**src/rtl/ejck_pkg.sv**
```systemverilog
`default_nettype none
package ejck_pkg;

  localparam int VW = 40;
  localparam int RAW = 5;
  localparam int RF_DEPTH = 23;

  typedef logic signed [VW-1:0] val_t;
  typedef logic [RAW-1:0] ra_t;

  localparam val_t ONE_Q30 = 40'sd1073741824;
  localparam logic signed [33:0] HALF_PI_Q30 = 34'sd1686629713;
  localparam logic signed [33:0] QUARTER_PI_Q30 = 34'sd843314856;

  localparam ra_t RA_M0  = 5'd0;
  localparam ra_t RA_T0  = 5'd9;
  localparam ra_t RA_T1  = 5'd10;
  localparam ra_t RA_R   = 5'd11;
  localparam ra_t RA_X2  = 5'd12;
  localparam ra_t RA_T   = 5'd13;
  localparam ra_t RA_TMP = 5'd14;
  localparam ra_t RA_S   = 5'd15;
  localparam ra_t RA_C   = 5'd16;
  localparam ra_t RA_SX  = 5'd17;
  localparam ra_t RA_CX  = 5'd18;
  localparam ra_t RA_SY  = 5'd19;
  localparam ra_t RA_CY  = 5'd20;
  localparam ra_t RA_SZ  = 5'd21;
  localparam ra_t RA_CZ  = 5'd22;

  localparam logic [4:0] TRIG_LAST = 5'd17;

  typedef enum logic [2:0] {OP_QMUL, OP_DIV, OP_MOV, OP_QSIN, OP_QCOS} op_e;
  typedef enum logic [2:0] {D72, D42, D20, D6, D56, D30, D12, D2} div_e;
  typedef enum logic [1:0] {AX_X, AX_Y, AX_Z} axis_e;
  typedef enum logic [3:0] {
    ST_IDLE, ST_LOAD, ST_RED, ST_OPRD, ST_OPST, ST_OPWT, ST_WAIT, ST_OUT
  } state_e;

  typedef struct packed {
    op_e  op;
    ra_t  a;
    ra_t  b;
    ra_t  c;
    ra_t  dst;
    logic acc;
    logic neg;
    div_e dix;
  } uop_t;

  typedef struct packed {
    op_e        op;
    div_e       dix;
    logic       acc;
    logic       neg;
    logic [1:0] k;
  } alu_req_t;

  function automatic logic [6:0] div_d(div_e dx);
    logic [6:0] d;
    unique case (dx)
      D72: d = 7'd72;
      D42: d = 7'd42;
      D20: d = 7'd20;
      D6:  d = 7'd6;
      D56: d = 7'd56;
      D30: d = 7'd30;
      D12: d = 7'd12;
      D2:  d = 7'd2;
      default: d = 7'd2;
    endcase
    return d;
  endfunction

  // Reciprocals scaled by 2^31, rounded down.
  function automatic logic [31:0] div_m(div_e dx);
    logic [31:0] m;
    unique case (dx)
      D72: m = 32'd29826161;
      D42: m = 32'd51130563;
      D20: m = 32'd107374182;
      D6:  m = 32'd357913941;
      D56: m = 32'd38347922;
      D30: m = 32'd71582788;
      D12: m = 32'd178956970;
      D2:  m = 32'd1073741824;
      default: m = 32'd1073741824;
    endcase
    return m;
  endfunction

  function automatic uop_t mk(op_e op, ra_t a, ra_t b, ra_t c, ra_t dst,
                              logic acc, logic neg, div_e dix);
    uop_t u;
    u.op = op;
    u.a = a;
    u.b = b;
    u.c = c;
    u.dst = dst;
    u.acc = acc;
    u.neg = neg;
    u.dix = dix;
    return u;
  endfunction

  function automatic uop_t trig_uop(logic [4:0] pc, logic [1:0] ang);
    ra_t qd;
    uop_t u;
    qd = RA_SX + {2'b00, ang, 1'b0};
    unique case (pc)
      5'd0:  u = mk(OP_QMUL, RA_R, RA_R, RA_T0, RA_X2, 1'b0, 1'b0, D2);
      5'd1:  u = mk(OP_DIV, RA_X2, RA_X2, RA_T0, RA_T, 1'b0, 1'b0, D72);
      5'd2:  u = mk(OP_QMUL, RA_X2, RA_T, RA_T0, RA_TMP, 1'b0, 1'b0, D2);
      5'd3:  u = mk(OP_DIV, RA_TMP, RA_TMP, RA_T0, RA_T, 1'b0, 1'b0, D42);
      5'd4:  u = mk(OP_QMUL, RA_X2, RA_T, RA_T0, RA_TMP, 1'b0, 1'b0, D2);
      5'd5:  u = mk(OP_DIV, RA_TMP, RA_TMP, RA_T0, RA_T, 1'b0, 1'b0, D20);
      5'd6:  u = mk(OP_QMUL, RA_X2, RA_T, RA_T0, RA_TMP, 1'b0, 1'b0, D2);
      5'd7:  u = mk(OP_DIV, RA_TMP, RA_TMP, RA_T0, RA_T, 1'b0, 1'b0, D6);
      5'd8:  u = mk(OP_QMUL, RA_R, RA_T, RA_T0, RA_S, 1'b0, 1'b0, D2);
      5'd9:  u = mk(OP_DIV, RA_X2, RA_X2, RA_T0, RA_T, 1'b0, 1'b0, D56);
      5'd10: u = mk(OP_QMUL, RA_X2, RA_T, RA_T0, RA_TMP, 1'b0, 1'b0, D2);
      5'd11: u = mk(OP_DIV, RA_TMP, RA_TMP, RA_T0, RA_T, 1'b0, 1'b0, D30);
      5'd12: u = mk(OP_QMUL, RA_X2, RA_T, RA_T0, RA_TMP, 1'b0, 1'b0, D2);
      5'd13: u = mk(OP_DIV, RA_TMP, RA_TMP, RA_T0, RA_T, 1'b0, 1'b0, D12);
      5'd14: u = mk(OP_QMUL, RA_X2, RA_T, RA_T0, RA_TMP, 1'b0, 1'b0, D2);
      5'd15: u = mk(OP_DIV, RA_TMP, RA_TMP, RA_T0, RA_C, 1'b0, 1'b0, D2);
      5'd16: u = mk(OP_QSIN, RA_S, RA_C, RA_T0, qd, 1'b0, 1'b0, D2);
      5'd17: u = mk(OP_QCOS, RA_S, RA_C, RA_T0, qd + 5'd1, 1'b0, 1'b0, D2);
      default: u = mk(OP_MOV, RA_T0, RA_T0, RA_T0, RA_T0, 1'b0, 1'b0, D2);
    endcase
    return u;
  endfunction

  // One row of a right-multiplication by an axis rotation: columns u and v change.
  function automatic uop_t rot_uop(logic [2:0] step, logic [1:0] row, axis_e ax);
    ra_t base;
    ra_t au;
    ra_t av;
    ra_t rs;
    ra_t rc;
    uop_t u;
    base = {3'b000, row} + {2'b00, row, 1'b0};
    unique case (ax)
      AX_X: begin
        au = base + 5'd1;
        av = base + 5'd2;
        rs = RA_SX;
        rc = RA_CX;
      end
      AX_Y: begin
        au = base + 5'd2;
        av = base;
        rs = RA_SY;
        rc = RA_CY;
      end
      default: begin
        au = base;
        av = base + 5'd1;
        rs = RA_SZ;
        rc = RA_CZ;
      end
    endcase
    unique case (step)
      3'd0: u = mk(OP_QMUL, au, rc, RA_T0, RA_T0, 1'b0, 1'b0, D2);
      3'd1: u = mk(OP_QMUL, av, rs, RA_T0, RA_T0, 1'b1, 1'b0, D2);
      3'd2: u = mk(OP_QMUL, av, rc, RA_T1, RA_T1, 1'b0, 1'b0, D2);
      3'd3: u = mk(OP_QMUL, au, rs, RA_T1, av, 1'b1, 1'b1, D2);
      default: u = mk(OP_MOV, RA_T0, RA_T0, RA_T0, au, 1'b0, 1'b0, D2);
    endcase
    return u;
  endfunction

endpackage
`default_nettype wire

```
**src/rtl/ejck_alu.sv**
```systemverilog
`default_nettype none
module ejck_alu (
  input  wire logic               clk_i,
  input  wire logic               rst_ni,
  input  wire logic               start_i,
  input  wire ejck_pkg::alu_req_t req_i,
  input  wire ejck_pkg::val_t     a_i,
  input  wire ejck_pkg::val_t     b_i,
  input  wire ejck_pkg::val_t     c_i,
  output logic                    done_o,
  output ejck_pkg::val_t          res_o
);

  ejck_pkg::alu_req_t req_q;
  ejck_pkg::val_t     a_q;
  ejck_pkg::val_t     b_q;
  logic               sign_q;
  logic [39:0]        ma_q;
  logic [31:0]        mb_q;
  logic [51:0]        plo_q;
  logic [71:0]        prod_q;
  logic [39:0]        mag_q;
  logic [3:0]         v_q;

  logic [39:0] a_abs;
  logic [39:0] b_abs;
  logic [39:0] ma_d;
  logic [31:0] mb_d;
  logic        sign_d;
  logic [6:0]  dd;
  logic [31:0] q0;
  logic [38:0] qd;
  logic [39:0] rem;
  logic [39:0] mag_d;
  logic [71:0] rnd;
  ejck_pkg::val_t smag;

  always_comb begin
    a_abs = a_i[39] ? 40'(-a_i) : 40'(a_i);
    b_abs = b_i[39] ? 40'(-b_i) : 40'(b_i);
    if (req_i.op == ejck_pkg::OP_DIV) begin
      ma_d = a_abs + 40'(ejck_pkg::div_d(req_i.dix) >> 1);
      mb_d = ejck_pkg::div_m(req_i.dix);
      sign_d = a_i[39];
    end else begin
      ma_d = a_abs;
      mb_d = b_abs[31:0];
      sign_d = a_i[39] ^ b_i[39] ^ req_i.neg;
    end
  end

  always_comb begin
    dd = ejck_pkg::div_d(req_q.dix);
    q0 = prod_q[62:31];
    qd = 39'(q0) * 39'(dd);
    rem = ma_q - 40'(qd);
    rnd = prod_q + 72'd536870912;
    if (req_q.op == ejck_pkg::OP_DIV) begin
      mag_d = 40'(q0) + 40'(rem >= 40'(dd));
    end else begin
      mag_d = rnd[69:30];
    end
  end

  always_ff @(posedge clk_i or negedge rst_ni) begin
    if (!rst_ni) begin
      v_q <= '0;
    end else begin
      v_q <= {v_q[2:0], start_i};
    end
  end

  always_ff @(posedge clk_i) begin
    if (start_i) begin
      req_q <= req_i;
      a_q <= a_i;
      b_q <= b_i;
      sign_q <= sign_d;
      ma_q <= ma_d;
      mb_q <= mb_d;
    end
    plo_q <= 52'(ma_q[19:0]) * 52'(mb_q);
    prod_q <= 72'(plo_q) + (72'(52'(ma_q[39:20]) * 52'(mb_q)) << 20);
    mag_q <= mag_d;
  end

  always_comb begin
    smag = sign_q ? -$signed(mag_q) : $signed(mag_q);
    unique case (req_q.op)
      ejck_pkg::OP_QMUL: res_o = req_q.acc ? c_i + smag : smag;
      ejck_pkg::OP_DIV:  res_o = ejck_pkg::ONE_Q30 - smag;
      ejck_pkg::OP_QSIN: begin
        unique case (req_q.k)
          2'd0: res_o = a_q;
          2'd1: res_o = b_q;
          2'd2: res_o = -a_q;
          default: res_o = -b_q;
        endcase
      end
      ejck_pkg::OP_QCOS: begin
        unique case (req_q.k)
          2'd0: res_o = b_q;
          2'd1: res_o = -a_q;
          2'd2: res_o = -b_q;
          default: res_o = a_q;
        endcase
      end
      default: res_o = a_q;
    endcase
  end

  assign done_o = v_q[3];

endmodule
`default_nettype wire

```
**config.mk**
```make
export PLATFORM = sky130hd
export DESIGN_NAME = ejck_alu
export DESIGN_NICKNAME = d
export VERILOG_FILES = /design/src/rtl/ejck_pkg.sv /design/src/rtl/ejck_alu.sv
export SDC_FILE = /design/constraint.sdc
export NUM_CORES = 2
export LEC_CHECK = 0
export ABC_AREA = 1
export BUFFER_PORTS_ARGS = -buffer_cell sky130_fd_sc_hd__buf_2
export CAP_MARGIN = 20
export CORE_UTILIZATION = 60
export DETAILED_ROUTE_END_ITERATION = 7
export PLACE_DENSITY = 0.77
export SYNTH_ARGS = -nofsm -noshare
export SYNTH_HDL_FRONTEND = slang
export SYNTH_SLANG_ARGS = --single-unit
export TNS_END_PERCENT = 1
```
**constraint.sdc**
```tcl
create_clock -name clk_i -period 20.4 [get_ports clk_i]
set_clock_uncertainty 0.05 [all_clocks]
set_input_delay 1.02 -clock clk_i [delete_from_list [all_inputs] [get_ports clk_i]]
set_output_delay 1.02 -clock clk_i [all_outputs]
set_load 0.05 [all_outputs]
```
==> metrics.txt <==
Worst R2R Setup Slack=11.34 ns; Commonest cells post-synth=nand2_1 (2857), inv_1 (2630), fa_1 (1227), nor2_1 (765), ha_1 (497); Via-to-Cell Ratio=5.95; quantity of I/O buffers inserted on ports=173; total clock sinks=285; CP max stage cell=edfxtp_1; vias in the first global route=76.3k; clk buf depth=3; 1st-iter DRT viols=9021; gp weighted congestion=1.10; # Post-CTS Setup Buffers=0; Syn Nets=12.8k; async set-reset flop share out of synthesis=0.0140; total track usage=0.464; Avg WL per Cell=23.8 um; fin. max-slew vios=0; Final HPWL DP=230000 um; post-synthesis compound-gate area fraction=0.0771; # hold bufs at CTS=0; clock root buffer=clkbuf_16; Final period util=0.444; clk slew on worst S/H paths=0.06 ns; core footprint=126000 um2; main combinational cell family by area after synthesis=adder cells; Min-Delay Path Class=primary input to asynchronous set/reset pin; Routed WL=297000 um; Synth Area per Inst=7.05 um2; Register-to-Register Path Depth=37; crit-path most repeated cell=nand2_1; Yosys top cell area share=0.320; largest net degree at the start of global routing=78; endpoints failing setup=0; register area share after synthesis=0.0957; H-Tree Depth=2; CP required=20.83 ns; top_reg_cell synth=edfxtp_1; FP Rows=130; R2R Path Start=mb_q[11]$_DFFE_PP_; Worst setup SP type=flip-flop; DR pass1 iterations=8; Layout area overhead=4.61%; run status=complete, but fails checks; measured slew at the worst slew-check pin=1.09 ns; vias=74.3k; grt total ovfl=0; die area=129000 um2; Crit Path Max Fanout=29; Peak Freq=110 MHz; Cell variety after synth=70; DRT antenna net count=0; number of enable flip-flop cells after synthesis=162; violated checks=design-rule violations; fin crit period=9.06 ns; global-route wire length before repair=452000 um; mux contribution to synthesized area=0; die height=360 um; CP Capture Type=flip-flop; Max Cap Violations=0; die width=360 um; max_slew headroom=0.267; worst reg2reg path endpoint=prod_q[60]$_DFF_P_; Resized cells post-CTS=0; Synth Area in Simple Gates=0.240; register bit count reported by yosys=285; synthesized area=76800 um2; Adder-Cell Fraction of Synth Area=0.401; Synthesis Warnings=0; Ports=174; WS Path Type=flip-flop to flip-flop; leading cell types by total area after synthesis=fa_1 (32%), nand2_1 (14%), inv_1 (13%), ha_1 (8.1%), edfxtp_1 (6.3%); Synth area leader=fa_1; initial antenna violation count=24; final hold vios=0; post-synthesis cell count=10.9k; CTS tree=built; ratio of cells with drive above 1 in the final layout=0.0486; nets=12.6k; max incr delay on CP=0.58 ns; initial core utilization=0.609; RSZ-0062 raised after global routing=false; setup TNS=0 ns; Arr. time, crit path=9.49 ns; CTS buffer count=37; latest clock arrival within the worst-skew pair=0.64 ns; post-synthesis xor/xnor area fraction=0.0347; count leader, synth=nand2_1; DR DRC count=2
==> cells by family after synthesis <==
group | count (synthesis)
AND/OR/NAND/NOR | 4443
buffers and inverters | 3091
adder cells (fa/ha/maj) | 1724
AO/OA/AOI/OAI | 1058
XOR/XNOR | 298
flip-flops | 285
==> cell type report <==
cell class / instances / area [um2]
Clock buffer: 43 / 1010
Clock inverter: 25 / 355
Timing Repair Buffer: 285 / 1720
Multi-Input combinational cell: 7523 / 57900
Sequential cell: 285 / 7350
Antenna cell: 14 / 35.0
Fill cell: 11100 / 45900
Tap cell: 1650 / 2060
Inverter: 2655 / 9970
==> stage by stage <==
step,setup WS [ns],cell area [um2],hold slack [ns],utilization,cells
CTS,11.48,80300,0.115,0.636,12500
detailed placement,11.53,78900,0.290,0.625,12400
global placement,11.65,78900,0.282,0.625,12400
floorplan,12.70,76800,0.281,-,10900
global route,10.86,80300,0.131,0.636,12500
finish,11.34,80400,0.131,0.637,12500
==> worst max-delay path by stage <==
stage / slack [ns] / depth (start not counted) / end / start
global placement: 11.65 / 39 / prod_q[67]$_DFF_P_ / mb_q[11]$_DFFE_PP_
global route: 10.86 / 39 / prod_q[60]$_DFF_P_ / mb_q[6]$_DFFE_PP_
CTS: 11.48 / 38 / prod_q[60]$_DFF_P_ / mb_q[11]$_DFFE_PP_
detailed placement: 11.53 / 38 / prod_q[60]$_DFF_P_ / mb_q[11]$_DFFE_PP_
floorplan: 12.70 / 42 / prod_q[60]$_DFF_P_ / ma_q[23]$_DFFE_PP_
finish: 11.34 / 37 / prod_q[60]$_DFF_P_ / mb_q[11]$_DFFE_PP_
==> worst max-delay path, delay by kind of cell (launching register included) <==
| kind | cells | cell delay [ns] |
|---|---|---|
| adder cells (fa/ha/maj) | 9 | 4.35 |
| buffers and inverters | 5 | 0.68 |
| AO/OA/AOI/OAI | 4 | 0.90 |
| flip-flops | 1 | 0.58 |
| XOR/XNOR | 2 | 0.31 |
| AND/OR/NAND/NOR | 17 | 2.01 |
==> state kept, by name, indices dropped and copies added, names as in the netlist <==
name    count
v_q         4
sign_q      1
b_q        40
ma_q       40
req_q       9
dd          6
plo_q      32
prod_q     41
mb_q       32
a_q        40
mag_q      40
==> routing by layer <==
layer / global-route usage / share of wire
met5: 0 / 0.00043
met4: 0.352 / 0.093
met3: 0.129 / 0.12
met2: 0.717 / 0.44
met1: 0.551 / 0.35
==> layout by cell type, fill, tap and decap left out, drive strengths merged, types with 11 or more instances in the layout <==
cell type,instances
a21boi,18
a21o,24
a21oi,401
a31oi,40
buf,285
clkbuf,43
clkinv,16
dfxtp,119
diode,14
edfxtp,162
fa,1227
ha,497
inv,2655
nand2,2892
nand3,425
nand3b,24
nand4,106
nor2,816
nor3,107
nor4,26
o211ai,40
o21a,24
o21ai,414
o21bai,22
o221ai,22
o22ai,20
o31ai,11
or2,20
xnor2,82
xor2,216
Power is left out: the tool's default activity adds up to more than one toggle a clock period on the data nets, which glitch-free logic cannot reach.
